`src/design/fehv_pkg.sv`:
```
// Shared constants, types and the log2 fraction table of the frame energy detector.
`default_nettype none

package fehv_pkg;

  localparam int SUM_W         = 41;
  localparam int LOG_BITS      = 6;
  localparam int LOG_SIZE      = 1 << LOG_BITS;
  localparam int REF_EXP       = 30;
  localparam int DB_FACTOR     = 197283;
  localparam int DB_FLOOR      = -24576;
  localparam int MAX_FRAME_DEF = 1024;
  localparam int QUEUE_DEPTH   = 2;
  localparam int DIV3_MUL      = 43691;
  localparam int DIV3_SHIFT    = 17;

  localparam int CFG_ADDR_W    = 4;
  localparam logic [1:0] REG_START   = 2'd0;
  localparam logic [1:0] REG_KEEP    = 2'd1;
  localparam logic [1:0] REG_HOLD    = 2'd2;
  localparam logic [1:0] REG_SQUELCH = 2'd3;

  typedef logic [LOG_SIZE-1:0][15:0] log_tab_t;

  typedef struct packed {
    logic [15:0]        start_thr;
    logic [15:0]        keep_thr;
    logic [15:0]        hold_frames;
    logic signed [15:0] squelch;
  } cfg_t;

  function automatic log_tab_t build_log_tab();
    log_tab_t    t;
    logic [63:0] v;
    logic [15:0] r;
    for (int m = 0; m < LOG_SIZE; m++) begin
      v = 64'(LOG_SIZE + m) << (REF_EXP - LOG_BITS);
      r = '0;
      for (int i = 0; i < 16; i++) begin
        v = (v * v) >> REF_EXP;
        r = {r[14:0], 1'b0};
        if (v >= 64'h0000_0000_8000_0000) begin
          r[0] = 1'b1;
          v = v >> 1;
        end
      end
      t[m] = r;
    end
    return t;
  endfunction

  localparam log_tab_t LOG_TAB = build_log_tab();

endpackage

`default_nettype wire

```
`src/design/frame_energy_hysteresis_vad.sv`:
```
// Top level of the frame energy voice activity detector with hysteresis.
//
// Usage: PCM samples enter on the in_ channel, one item per clock while in_stall
// is low, each with a speech probability and a frame_end flag. The front
// accumulates squared samples and, on the item flagged frame_end, places the
// frame record in a two-entry queue. The back turns each record into one
// result item on the out_ channel: level in Q8.8 dB, Q15 energy, overlong
// flag and the hysteresis speaking decision. Other items give no result.
// Throughput is one sample per cycle while in_stall is low. A frame's time in
// the back part grows with the larger of the sum and count leading zeros, set
// by the one-bit-per-cycle normalizer, and is shorter at 0 dB. in_stall rises
// only while the queue holds two unprocessed frames. When out_stall is high
// with a result valid, the result register holds and the back part waits to
// write the next one, while the front keeps accepting samples until the queue
// is full. Reset sets the accumulator to one, clears the hysteresis state and
// the queue, and loads the register defaults. The user must write registers
// through the APB port only while the block is idle; the block does not enforce it.
`default_nettype none

module frame_energy_hysteresis_vad
  import fehv_pkg::*;
#(
  parameter int MAX_FRAME = MAX_FRAME_DEF
) (
  input  wire logic                  clk,
  input  wire logic                  rst_n,
  input  wire logic                  in_valid,
  output logic                       in_stall,
  input  wire logic signed [15:0]    in_sample,
  input  wire logic signed [16:0]    in_speech_prob,
  input  wire logic                  in_frame_end,
  output logic                       out_valid,
  input  wire logic                  out_stall,
  output logic                       out_speaking,
  output logic [15:0]                out_energy_level,
  output logic signed [15:0]         out_level_db,
  output logic                       out_overlong,
  input  wire logic                  psel,
  input  wire logic                  penable,
  input  wire logic                  pwrite,
  input  wire logic [CFG_ADDR_W-1:0] paddr,
  input  wire logic [31:0]           pwdata,
  output logic [31:0]                prdata,
  output logic                       pready
);

  localparam int CNT_W = $clog2(MAX_FRAME + 1);
  localparam int REC_W = SUM_W + CNT_W + 18;

  cfg_t             cfg_r, cfg_nxt;
  logic             wr_en;
  logic [1:0]       reg_idx;
  logic             q_push, q_pop, q_full, q_empty;
  logic [REC_W-1:0] q_wdata, q_rdata;

  assign pready  = 1'b1;
  assign wr_en   = psel && penable && pwrite && pready;
  assign reg_idx = paddr[3:2];

  always_comb begin
    cfg_nxt = cfg_r;
    if (wr_en) begin
      unique case (reg_idx)
        REG_START:   cfg_nxt.start_thr   = pwdata[15:0];
        REG_KEEP:    cfg_nxt.keep_thr    = pwdata[15:0];
        REG_HOLD:    cfg_nxt.hold_frames = pwdata[15:0];
        REG_SQUELCH: cfg_nxt.squelch     = $signed(pwdata[15:0]);
        default:     cfg_nxt = cfg_r;
      endcase
    end
  end

  always_comb begin
    unique case (reg_idx)
      REG_START:   prdata = {16'd0, cfg_r.start_thr};
      REG_KEEP:    prdata = {16'd0, cfg_r.keep_thr};
      REG_HOLD:    prdata = {16'd0, cfg_r.hold_frames};
      REG_SQUELCH: prdata = {16'd0, cfg_r.squelch};
      default:     prdata = '0;
    endcase
  end

  always_ff @(posedge clk) begin
    if (!rst_n) begin
      cfg_r.start_thr   <= 16'd16384;
      cfg_r.keep_thr    <= 16'd8192;
      cfg_r.hold_frames <= 16'd0;
      cfg_r.squelch     <= -16'sd16640;
    end else begin
      cfg_r <= cfg_nxt;
    end
  end

  fehv_front #(
    .MAX_FRAME (MAX_FRAME),
    .CNT_W     (CNT_W)
  ) u_front (
    .clk            (clk),
    .rst_n          (rst_n),
    .in_valid       (in_valid),
    .in_stall       (in_stall),
    .in_sample      (in_sample),
    .in_speech_prob (in_speech_prob),
    .in_frame_end   (in_frame_end),
    .q_full         (q_full),
    .q_push         (q_push),
    .q_data         (q_wdata)
  );

  fehv_queue #(
    .WIDTH (REC_W),
    .DEPTH (QUEUE_DEPTH)
  ) u_queue (
    .clk       (clk),
    .rst_n     (rst_n),
    .push      (q_push),
    .push_data (q_wdata),
    .pop       (q_pop),
    .pop_data  (q_rdata),
    .full      (q_full),
    .empty     (q_empty)
  );

  fehv_back #(
    .MAX_FRAME (MAX_FRAME),
    .CNT_W     (CNT_W)
  ) u_back (
    .clk              (clk),
    .rst_n            (rst_n),
    .cfg              (cfg_r),
    .q_empty          (q_empty),
    .q_data           (q_rdata),
    .q_pop            (q_pop),
    .out_valid        (out_valid),
    .out_stall        (out_stall),
    .out_speaking     (out_speaking),
    .out_energy_level (out_energy_level),
    .out_level_db     (out_level_db),
    .out_overlong     (out_overlong)
  );

endmodule

`default_nettype wire

```
`src/design/fehv_queue.sv`:
```
// Small first-in first-out queue of finished frame records.
`default_nettype none

module fehv_queue
  import fehv_pkg::*;
#(
  parameter int WIDTH = 64,
  parameter int DEPTH = QUEUE_DEPTH
) (
  input  wire logic             clk,
  input  wire logic             rst_n,
  input  wire logic             push,
  input  wire logic [WIDTH-1:0] push_data,
  input  wire logic             pop,
  output logic [WIDTH-1:0]      pop_data,
  output logic                  full,
  output logic                  empty
);

  localparam int PTR_W = (DEPTH > 1) ? $clog2(DEPTH) : 1;
  localparam int CNT_W = $clog2(DEPTH + 1);

  logic [WIDTH-1:0] mem_r [DEPTH];
  logic [PTR_W-1:0] wr_ptr_r, wr_ptr_nxt;
  logic [PTR_W-1:0] rd_ptr_r, rd_ptr_nxt;
  logic [CNT_W-1:0] cnt_r, cnt_nxt;

  assign full     = (cnt_r == CNT_W'(DEPTH));
  assign empty    = (cnt_r == '0);
  assign pop_data = mem_r[rd_ptr_r];

  always_comb begin
    wr_ptr_nxt = wr_ptr_r;
    rd_ptr_nxt = rd_ptr_r;
    cnt_nxt    = cnt_r;
    if (push) begin
      wr_ptr_nxt = (wr_ptr_r == PTR_W'(DEPTH - 1)) ? '0 : wr_ptr_r + 1'b1;
    end
    if (pop) begin
      rd_ptr_nxt = (rd_ptr_r == PTR_W'(DEPTH - 1)) ? '0 : rd_ptr_r + 1'b1;
    end
    if (push && !pop) begin
      cnt_nxt = cnt_r + 1'b1;
    end else if (pop && !push) begin
      cnt_nxt = cnt_r - 1'b1;
    end
  end

  always_ff @(posedge clk) begin
    if (!rst_n) begin
      wr_ptr_r <= '0;
      rd_ptr_r <= '0;
      cnt_r    <= '0;
    end else begin
      wr_ptr_r <= wr_ptr_nxt;
      rd_ptr_r <= rd_ptr_nxt;
      cnt_r    <= cnt_nxt;
    end
  end

  always_ff @(posedge clk) begin
    if (push) begin
      mem_r[wr_ptr_r] <= push_data;
    end
  end

endmodule

`default_nettype wire

```
`src/design/fehv_front.sv`:
```
// Sample accumulator that sums squares per frame and queues a record at frame end.
`default_nettype none

module fehv_front
  import fehv_pkg::*;
#(
  parameter int MAX_FRAME = MAX_FRAME_DEF,
  parameter int CNT_W     = $clog2(MAX_FRAME + 1)
) (
  input  wire logic               clk,
  input  wire logic               rst_n,
  input  wire logic               in_valid,
  output logic                    in_stall,
  input  wire logic signed [15:0] in_sample,
  input  wire logic signed [16:0] in_speech_prob,
  input  wire logic               in_frame_end,
  input  wire logic               q_full,
  output logic                    q_push,
  output logic [SUM_W+CNT_W+17:0] q_data
);

  logic             accept;
  logic [SUM_W-1:0] sum_r, sum_nxt;
  logic [CNT_W-1:0] cnt_r, cnt_nxt;
  logic             ovf_r, ovf_nxt;
  logic [31:0]      square;
  logic [SUM_W:0]   sum_add;
  logic [SUM_W-1:0] sum_sat;
  logic             add_ok;
  logic [SUM_W-1:0] rec_sum;
  logic [CNT_W-1:0] rec_cnt;
  logic             rec_ovf;

  assign in_stall = q_full;
  assign accept   = in_valid && !in_stall;
  assign square   = 32'(in_sample) * 32'(in_sample);
  assign sum_add  = {1'b0, sum_r} + (SUM_W + 1)'(square);
  assign sum_sat  = sum_add[SUM_W] ? {SUM_W{1'b1}} : sum_add[SUM_W-1:0];
  assign add_ok   = (cnt_r < CNT_W'(MAX_FRAME));
  assign rec_sum  = add_ok ? sum_sat : sum_r;
  assign rec_cnt  = add_ok ? cnt_r + 1'b1 : cnt_r;
  assign rec_ovf  = ovf_r || !add_ok;
  assign q_push   = accept && in_frame_end;
  assign q_data   = {rec_sum, rec_cnt, rec_ovf, in_speech_prob};

  always_comb begin
    sum_nxt = sum_r;
    cnt_nxt = cnt_r;
    ovf_nxt = ovf_r;
    if (accept) begin
      if (in_frame_end) begin
        sum_nxt = SUM_W'(1);
        cnt_nxt = '0;
        ovf_nxt = 1'b0;
      end else begin
        sum_nxt = rec_sum;
        cnt_nxt = rec_cnt;
        ovf_nxt = rec_ovf;
      end
    end
  end

  always_ff @(posedge clk) begin
    if (!rst_n) begin
      sum_r <= SUM_W'(1);
      cnt_r <= '0;
      ovf_r <= 1'b0;
    end else begin
      sum_r <= sum_nxt;
      cnt_r <= cnt_nxt;
      ovf_r <= ovf_nxt;
    end
  end

endmodule

`default_nettype wire

```
`src/design/fehv_back.sv`:
```
// Frame-end sequencer: level in dB, energy, score, hysteresis decision and result register.
`default_nettype none

module fehv_back
  import fehv_pkg::*;
#(
  parameter int MAX_FRAME = MAX_FRAME_DEF,
  parameter int CNT_W     = $clog2(MAX_FRAME + 1)
) (
  input  wire logic                    clk,
  input  wire logic                    rst_n,
  input  wire cfg_t                    cfg,
  input  wire logic                    q_empty,
  input  wire logic [SUM_W+CNT_W+17:0] q_data,
  output logic                         q_pop,
  output logic                         out_valid,
  input  wire logic                    out_stall,
  output logic                         out_speaking,
  output logic [15:0]                  out_energy_level,
  output logic signed [15:0]           out_level_db,
  output logic                         out_overlong
);

  localparam logic [2:0] ST_IDLE = 3'd0;
  localparam logic [2:0] ST_NORM = 3'd1;
  localparam logic [2:0] ST_CALC = 3'd2;
  localparam logic [2:0] ST_MUL  = 3'd3;
  localparam logic [2:0] ST_DB   = 3'd4;
  localparam logic [2:0] ST_DIV  = 3'd5;
  localparam logic [2:0] ST_FIN  = 3'd6;

  localparam int ZS_W     = $clog2(SUM_W);
  localparam int ZC_W     = $clog2(CNT_W + 1);
  localparam int EXP_BASE = SUM_W - CNT_W - REF_EXP;
  localparam logic signed [18:0] DB_MUL_C = 19'(DB_FACTOR);
  localparam logic signed [20:0] FLOOR_C  = 21'(DB_FLOOR);

  logic [2:0]             state_r, state_nxt;
  logic [SUM_W-1:0]       ns_r, ns_nxt;
  logic [CNT_W-1:0]       nc_r, nc_nxt;
  logic [ZS_W-1:0]        zs_r, zs_nxt;
  logic [ZC_W-1:0]        zc_r, zc_nxt;
  logic signed [16:0]     prob_r, prob_nxt;
  logic                   ovf_r, ovf_nxt;
  logic signed [25:0]     d_r, d_nxt;
  logic signed [44:0]     prod_r, prod_nxt;
  logic signed [15:0]     db_r, db_nxt;
  logic [16:0]            x_r, x_nxt;
  logic [33:0]            qp_r, qp_nxt;
  logic                   act_r, act_nxt;
  logic [15:0]            hold_r, hold_nxt;
  logic                   ov_r, ov_nxt;
  logic                   sp_r, sp_nxt;
  logic [15:0]            en_r, en_nxt;
  logic signed [15:0]     lv_r, lv_nxt;
  logic                   ol_r, ol_nxt;

  logic                   out_free;
  logic [LOG_BITS-1:0]    ms, mc;
  logic [CNT_W+LOG_BITS-1:0] nc_ext;
  logic [9:0]             exp10;
  logic signed [20:0]     db_full;
  logic [15:0]            db_neg;
  logic [16:0]            quot;
  logic [15:0]            energy;
  logic signed [17:0]     score;
  logic [16:0]            start_eff, keep_eff;
  logic                   detected;

  assign out_free         = !ov_r || !out_stall;
  assign out_valid        = ov_r;
  assign out_speaking     = sp_r;
  assign out_energy_level = en_r;
  assign out_level_db     = lv_r;
  assign out_overlong     = ol_r;

  assign ms      = ns_r[SUM_W-2 -: LOG_BITS];
  assign nc_ext  = {nc_r, {LOG_BITS{1'b0}}};
  assign mc      = nc_ext[CNT_W+LOG_BITS-2 -: LOG_BITS];
  assign exp10   = 10'(EXP_BASE) + 10'(zc_r) - 10'(zs_r);
  assign db_full = 21'(prod_r >>> 24);
  assign db_neg  = 16'(-db_r);
  assign quot    = qp_r[33:DIV3_SHIFT];
  assign energy  = 16'(17'd32768 - quot);

  always_comb begin
    start_eff = (cfg.start_thr > 16'd32768) ? 17'd32768 : {1'b0, cfg.start_thr};
    keep_eff  = ({1'b0, cfg.keep_thr} > start_eff) ? start_eff : {1'b0, cfg.keep_thr};
    if (db_r >= cfg.squelch) begin
      score = prob_r[16] ? $signed({2'b00, energy}) : 18'(prob_r);
    end else begin
      score = '0;
    end
  end

  always_comb begin
    state_nxt = state_r;
    ns_nxt    = ns_r;
    nc_nxt    = nc_r;
    zs_nxt    = zs_r;
    zc_nxt    = zc_r;
    prob_nxt  = prob_r;
    ovf_nxt   = ovf_r;
    d_nxt     = d_r;
    prod_nxt  = prod_r;
    db_nxt    = db_r;
    x_nxt     = x_r;
    qp_nxt    = qp_r;
    act_nxt   = act_r;
    hold_nxt  = hold_r;
    ov_nxt    = ov_r && out_stall;
    sp_nxt    = sp_r;
    en_nxt    = en_r;
    lv_nxt    = lv_r;
    ol_nxt    = ol_r;
    q_pop     = 1'b0;
    detected  = 1'b0;
    unique case (state_r)
      ST_IDLE: begin
        if (!q_empty) begin
          q_pop     = 1'b1;
          ns_nxt    = q_data[SUM_W+CNT_W+17:CNT_W+18];
          nc_nxt    = q_data[CNT_W+17:18];
          ovf_nxt   = q_data[17];
          prob_nxt  = $signed(q_data[16:0]);
          zs_nxt    = '0;
          zc_nxt    = '0;
          state_nxt = ST_NORM;
        end
      end
      ST_NORM: begin
        if (!ns_r[SUM_W-1]) begin
          ns_nxt = {ns_r[SUM_W-2:0], 1'b0};
          zs_nxt = zs_r + 1'b1;
        end
        if (!nc_r[CNT_W-1]) begin
          nc_nxt = nc_r << 1;
          zc_nxt = zc_r + 1'b1;
        end
        if (ns_r[SUM_W-1] && nc_r[CNT_W-1]) begin
          state_nxt = ST_CALC;
        end
      end
      ST_CALC: begin
        d_nxt = $signed({exp10, 16'h0000}) + $signed({10'd0, LOG_TAB[ms]})
              - $signed({10'd0, LOG_TAB[mc]});
        state_nxt = ST_MUL;
      end
      ST_MUL: begin
        prod_nxt  = d_r * DB_MUL_C;
        state_nxt = ST_DB;
      end
      ST_DB: begin
        if (db_full < FLOOR_C) begin
          db_nxt = 16'(DB_FLOOR);
        end else if (db_full > 21'sd0) begin
          db_nxt = '0;
        end else begin
          db_nxt = 16'(db_full);
        end
        state_nxt = ST_DIV;
      end
      ST_DIV: begin
        x_nxt     = {db_neg[14:0], 2'b00};
        state_nxt = ST_FIN;
      end
      ST_FIN: begin
        if (qp_r == '0 && x_r != '0) begin
          qp_nxt = 34'(x_r) * 34'(DIV3_MUL);
        end else if (out_free) begin
          if (act_r) begin
            if (score >= $signed({1'b0, keep_eff})) begin
              detected = 1'b1;
              hold_nxt = cfg.hold_frames;
            end else if (hold_r != '0) begin
              detected = 1'b1;
              hold_nxt = hold_r - 1'b1;
            end
          end else if (score >= $signed({1'b0, start_eff})) begin
            detected = 1'b1;
            hold_nxt = cfg.hold_frames;
          end
          act_nxt   = detected;
          ov_nxt    = 1'b1;
          sp_nxt    = detected;
          en_nxt    = energy;
          lv_nxt    = db_r;
          ol_nxt    = ovf_r;
          qp_nxt    = '0;
          state_nxt = ST_IDLE;
        end
      end
      default: begin
        state_nxt = ST_IDLE;
      end
    endcase
  end

  always_ff @(posedge clk) begin
    if (!rst_n) begin
      state_r <= ST_IDLE;
      act_r   <= 1'b0;
      hold_r  <= '0;
      ov_r    <= 1'b0;
      qp_r    <= '0;
    end else begin
      state_r <= state_nxt;
      act_r   <= act_nxt;
      hold_r  <= hold_nxt;
      ov_r    <= ov_nxt;
      qp_r    <= qp_nxt;
    end
  end

  always_ff @(posedge clk) begin
    ns_r   <= ns_nxt;
    nc_r   <= nc_nxt;
    zs_r   <= zs_nxt;
    zc_r   <= zc_nxt;
    prob_r <= prob_nxt;
    ovf_r  <= ovf_nxt;
    d_r    <= d_nxt;
    prod_r <= prod_nxt;
    db_r   <= db_nxt;
    x_r    <= x_nxt;
    sp_r   <= sp_nxt;
    en_r   <= en_nxt;
    lv_r   <= lv_nxt;
    ol_r   <= ol_nxt;
  end

  // A popped record must land in the normalizer.
  a_pop_idle: assert property (@(posedge clk) disable iff (!rst_n)
    q_pop |-> (state_r == ST_IDLE) && !q_empty)
    else $error("record popped outside idle");

  // The frame sum and sample count are never zero, so normalization always ends.
  a_norm_nonzero: assert property (@(posedge clk) disable iff (!rst_n)
    (state_r == ST_NORM) |-> (ns_r != '0) && (nc_r != '0))
    else $error("zero operand in normalizer");

  // A delivered level stays within the floor and full scale.
  a_level_range: assert property (@(posedge clk) disable iff (!rst_n)
    ov_r |-> (lv_r <= 16'sd0) && (lv_r >= 16'(DB_FLOOR)) && (en_r <= 16'd32768))
    else $error("result out of range");

  // The hold count only moves when a result is written.
  a_hold_stable: assert property (@(posedge clk) disable iff (!rst_n)
    !$past(ov_nxt && !ov_r || ov_nxt && !out_stall) |-> $stable(hold_r))
    else $error("hold count changed without a result");

endmodule

`default_nettype wire
```
`config.mk`:
```
export PLATFORM = sky130hd
export DESIGN_NAME = frame_energy_hysteresis_vad
export DESIGN_NICKNAME = d
export VERILOG_FILES = /design/src/design/fehv_pkg.sv /design/src/design/frame_energy_hysteresis_vad.sv /design/src/design/fehv_queue.sv /design/src/design/fehv_front.sv /design/src/design/fehv_back.sv
export SDC_FILE = /design/constraint.sdc
export NUM_CORES = 2
export LEC_CHECK = 0
export BUFFER_PORTS_ARGS = -buffer_cell sky130_fd_sc_hd__buf_2
export CAP_MARGIN = 5
export CORE_MARGIN = 2
export CORE_UTILIZATION = 64
export CTS_BUF_LIST = sky130_fd_sc_hd__clkbuf_2
export DETAILED_ROUTE_END_ITERATION = 6
export PLACE_DENSITY = 0.92
export SLEW_MARGIN = 15
export SYNTH_ARGS = -nofsm -noshare
export SYNTH_HDL_FRONTEND = slang
export SYNTH_SLANG_ARGS = --single-unit
```
`constraint.sdc`:
```
create_clock -name clk -period 14.1 [get_ports clk]
set_input_delay 4.23 -clock clk [delete_from_list [all_inputs] [get_ports clk]]
set_output_delay 4.23 -clock clk [all_outputs]
set_load 0.01 [all_outputs]
```
## Word-level counts from Yosys, hierarchy flattened

Memories as Yosys holds them, arrays and structs flattened. A register that Yosys moved wholly into a read port is not among the register bits.
Cells that the tools add are included.
Widths: inputs -> output; s select.

- $add $sub $neg: 14
- Multiply operators: 3
- Magnitude comparators: 10
- Equal/unequal tests: 17
- Mux-type cells: 56
- Bitwise operators: 2
- Reductions and logical operators: 40

Operators with widths:

| cell | number |
|---|---|
| $mux 41 | 5 |
| $mux 16 | 10 |
| $pmux 32 s4 | 1 |
| $pmux 41 s2 | 1 |
| $mux 34 | 2 |
| $mul 26x19->45 const B | 1 |
| $mux 11 | 4 |
| $add 41x32->42 | 1 |
| $ge 18x18->1 | 2 |
| $logic_not 34->1 | 1 |
| $mul 16x16->32 | 1 |
| $mul 15x16->31 const B | 1 |
| $add 26x17->26 | 1 |
| $sub 26x17->26 | 1 |
| $mux 6 | 4 |
| $pmux 11 s2 | 1 |
| $gt 21x1->1 const B | 1 |
| $lt 21x16->1 const B | 1 |
| $pmux 3 s7 | 1 |
| $gt 16x17->1 | 1 |
| $mux 17 | 1 |
| $reduce_bool 17->1 | 1 |
| $ge 16x16->1 | 1 |
| $gt 16x16->1 const B | 1 |
| 39 further kinds | 97 |

- Flip-flop bits (word level): 392
- Memory bits (writable): 140
- Bits in read-only memories: 2048
- Bits of input ports: 77
- Memories kept: 3

Memories:

| name | depth | width | read ports | clocked after memory_dff | wr ports | line | source |
|---|---|---|---|---|---|---|---|
| (name not given) | 64 | 16 | 1 | 1 | 0 | fehv_back.sv:146 | `- $signed({10'd0, LOG_TAB[mc]});` |
| (name not given) | 64 | 16 | 1 | 1 | 0 | fehv_back.sv:145 | `d_nxt = $signed({exp10, 16'h0000}) + $signed({10'd0, LOG_TAB[ms]})` |
| u_queue.mem_r | 2 | 70 | 1 | 1 | 1 | fehv_queue.sv:23 | `logic [WIDTH-1:0] mem_r [DEPTH];` |

## Logic depth before layout (Yosys ltp)

- Depth in word-level cells: 8
- Mapped depth: 39
- Mapped depth without buffers: 36

## Modules after synthesis

A second synthesis with hierarchy kept.

- Cell total of the unflattened synthesis: 5097
- Area, all modules: 49498.7 um^2

Modules (own cells, without submodules):

| module | times used | cells an instance | area an instance (um^2) |
|---|---|---|---|
| fehv_back | 1 | 2947 | 27467.6 |
| fehv_front | 1 | 1631 | 13835.8 |
| fehv_queue | 1 | 240 | 5251.3 |
| frame_energy_hysteresis_vad | 1 | 279 | 2944.1 |

## Least setup slack after synthesis

OpenSTA, ideal clock, no wires.

- Path type: input port to flip-flop
- Start point: input in_sample[15]
- End point: register u_front.sum_r[1]
- Arrival: 12.183 ns
- Path slack: 1.800 ns
- Stages: 32
- Buffers on the path: 4
- Cells stage by stage: inv_1 -> clkbuf_1 -> nor2_1 -> fa_1 -> inv_1 -> fa_1 -> inv_1 -> fa_1 -> fa_1 -> fa_1 -> inv_1 -> fa_1 -> inv_1 -> ha_1 -> a21o_1 -> a21oi_1 -> o21ai_0 -> or3_1 -> o221a_2 -> a211o_1 -> a21oi_1 -> xnor2_1 -> ha_1 -> clkbuf_1 -> nor2b_1 -> o21ai_0 -> nor2_1 -> a211o_1 -> buf_2 -> buf_2 -> o22a_1 -> a22o_1

- Word-level cells in the longest chain between the ends: 5

Ends and longest elaborated chain:

| what | line | source |
|---|---|---|
| start: declaration | frame_energy_hysteresis_vad.sv:29 | `input wire logic signed [15:0] in_sample,` |
| $mul 16x16->32 | fehv_front.sv:36 | `assign square = 32'(in_sample) * 32'(in_sample);` |
| $add 41x32->42 | fehv_front.sv:37 | `assign sum_add = {1'b0, sum_r} + (SUM_W + 1)'(square);` |
| $mux 41 | fehv_front.sv:38 | `assign sum_sat = sum_add[SUM_W] ? {SUM_W{1'b1}} : sum_add[SUM_W-1:0];` |
| $mux 41 | fehv_front.sv:40 | `assign rec_sum = add_ok ? sum_sat : sum_r;` |
| net q_wdata[30] | frame_energy_hysteresis_vad.sv:54 | `logic [REC_W-1:0] q_wdata, q_rdata;` |
| $mux 41 | fehv_front.sv:51 | `if (in_frame_end) begin` |
| end signal: assignment | fehv_front.sv:69 | `sum_r <= sum_nxt;` |
| end: declaration | fehv_front.sv:23 | `logic [SUM_W-1:0] sum_r, sum_nxt;` |

The timed path passes the listed nets, and every way through them passes these cells.
A chain may end at the register's enable or synchronous reset.

## Worst setup path in the final report

- Start point: input in_sample[1]
- End point: memory u_queue.mem_r[1][59] (netlist name) (data pin)

- Word-level cells in the longest chain between the ends: 4

Ends and longest elaborated chain:

| what | line |
|---|---|
| $mul 16x16->32 | fehv_front.sv:36 |
| $add 41x32->42 | fehv_front.sv:37 |
| $mux 41 | fehv_front.sv:38 |
| $mux 41 | fehv_front.sv:40 |
| net q_wdata[59] | frame_energy_hysteresis_vad.sv:54 |
| end: declaration | fehv_queue.sv:23 |

The timed path passes the listed nets, and every way through them passes these cells.

==> impl_metrics.ini <==
[clock_network]
cts_buffers = 120
cts_htree_levels = 3
root_buffer = clkbuf_2
clock_latency_ns = 1.25
ctsHoldBuffers = 0
cts_setup_buffers = 0
cts_tree = yes
path_clk_slew_ns = 0.13
post_cts_resized = 0
clock_path_buffers = 3
cts_sinks = 538

[place]
portBuffers = 110
placed_area_um2 = 50000
gp_congestion = 0.947
dp_hpwl_um = 87900

[routing]
wl_met1_um = 44300
ant_nets = 0
drtPass1Iterations = 7
wl_met2_um = 58400
initialDrtViolationCount = 3408
vias_per_cell = 6.08
routed.top_layer = met5
wirelength_um = 118000
post-route-drc-count = 6
wl_met3_um = 9510
wire_per_inst_um = 19.0
num_vias = 37700

[global_route]
grt_max_degree = 101
grt_pass1_vias = 38600
grt.total_usage_pct = 30.4
grt_overflow = 0
antenna_found_initial = 3
grt_pass1_wl_um = 193000

[sta]
skew_ns = 0.155
fin_crit_sh_pct = 86.7
rsz0062_at_grt = no
setup_tns_ns = 0
period_needed_ns = 12.23
setup_viol = 0
tightest_slew_ns = 1.17
holdWs_ns = 0.476
clock.fmax_ghz = 0.0818
slew_headroom_pct = 19.8
finalHoldViolations = 0
slew_violations = 0

[cells_and_area]
finish.utilization_pct = 67.7
mostFrequentLayoutCell = inv_1
layout_common_cells = 841 x inv_1, 557 x ha_1, 436 x nand2_1
areaGrowthSynthToFinish_pct = 5.25
n_fill_cell = 5194
stdcell_area_um2 = 51300
drive_gt1_share_pct = 8.67
nNetsFinal = 6168

[hold_path]
hp-start = cfg_r[31]$_SDFFE_PN0P_
hp-class = flop to flop

[logic_synthesis]
synth_cells = 5034
avgSynthCellArea_um2 = 9.68
yosys.area.top_type_share_pct = 20.5
synth_top_flop_cell = edfxtp_1
netlist_area_um2 = 48700
synthDistinctLibCells = 92
ys_seq_area_share_pct = 28.9
synth_edf_count = 332
synth_seq_cells = 538
async_flop_share_pct = 0
synth_top_cell_by_area = edfxtp_1
synth_warnings = 0
synthTopCellsByArea = edfxtp_1 20%, fa_1 17%, ha_1 14%

[flow_run]
cap_violations = 0

[setup_path]
worst_path_max_delay_cell = fa_1
cp_slowest_stage_delay_ns = 0.67
timing.critical_path.from = in_sample[1]
startpoint_type = primary input
crit_top_cell = fa_1
path_class = primary input to flop
required_ns = 15.14
critPathCaptureType = flop
timing.rr.start = u_back.x_r[4]$_DFFE_PN_
path_max_fanout = 20
arrival_ns = 13.27

[floorplan]
io_pins = 146
initial_core_util_pct = 64.4
die-area_um2 = 78300
die_w_um = 280
rows = 101
die_y_um = 280
coreArea_um2 = 75700

[outcome]
status = finished, violations left
violations = design-rule violations
[kinds of logic after synthesis]
| logic type | after synthesis | share of synthesized area, % |
|---|---|---|
| compound gates | 964 | 12.7 |
| other cells | 2 | 0.0154 |
| simple gates | 1170 | 11.5 |
| fa+ha+maj | 974 | 31.4 |
| buf+inv | 1045 | 8.29 |
| xor+xnor | 193 | 3.47 |
| mux | 148 | 3.61 |
| flops | 538 | 28.9 |
[Yosys cell counts, types with 58 or more instances]
master / count
mux2i_1: 89
nor2b_1: 58
nand2_1: 436
nor2_1: 253
xnor2_1: 136
ha_1: 557
o21ai_0: 261
a21oi_1: 216
nand3_1: 71
and2_1: 78
dfxtp_1: 206
clkbuf_1: 145
a21o_1: 69
a21boi_0: 68
fa_1: 417
edfxtp_1: 332
inv_1: 841
[state kept, by name (all words and copies together) (netlist names), 6 cells and up, named ones only]
name / flops
u_front.sum_r: 41
u_back.zs_r: 6
u_back.out_energy_level: 16
u_back.d_r: 26
u_back.hold_r: 16
cfg_r: 64
u_back.db_r: 16
u_back.prob_r: 17
u_back.ns_r: 41
u_front.cnt_r: 11
u_back.nc_r: 11
u_back.x_r: 15
u_queue.mem_r: 140
u_back.out_level_db: 16
u_back.prod_r: 21
u_back.qp_r: 31
[worst max-delay path, delay by kind of cell]
kind                     cells  cell delay [ns]
adder cells (fa/ha/maj)      8             4.18
AO/OA/AOI/OAI               12             2.41
AND/OR/NAND/NOR              7             1.28
buffers and inverters        7             1.12
[per-stage QoR]
step / worst slack [ns] / std cells
3_3_place_gp: 1.12 / 5973
2_1_floorplan: 1.80 / 5049
5_1_grt: 1.44 / 6202
4_1_cts: 2.10 / 6200
3_5_place_dp: 0.842 / 5973
6_report: 1.87 / 6204
[cell type report]
type / count / area [um^2] / area share (%)
antenna: 4 / 10.0 / 0.0195
clock buffer: 181 / 906 / 1.77
clock inverter: 46 / 319 / 0.622
inverter: 845 / 3170 / 6.19
multi-input combinational: 3466 / 30700 / 59.9
sequential: 538 / 14100 / 27.5
tap: 978 / 1220 / 2.39
timing repair buffer: 146 / 823 / 1.61
[path summary, 6_finish.rpt]
check             cells after the start                              to  slack [ns]
setup reg to reg                     17    u_back.qp_r[31]$_SDFFE_PN0P_        7.30
setup / recovery                     34  u_queue.mem_r[1][59]$_DFFE_PP_        1.87
hold / removal                        3  u_back.hold_r[15]$_SDFFE_PN0P_        0.48
hold reg to reg                       3  u_back.hold_r[15]$_SDFFE_PN0P_        0.48
[metal layers]
| layer | vias up | track usage (%) |
|---|---|---|
| li1 | 17200 | - |
| met1 | 18100 | 37.0 |
| met2 | 1963 | 52.6 |
| met3 | 461 | 5.37 |
| met4 | 2 | 14.3 |
| met5 | - | 0 |
Power is not shown: default switching activity piles up to over one toggle a cycle in this logic, so the estimate is an artifact.
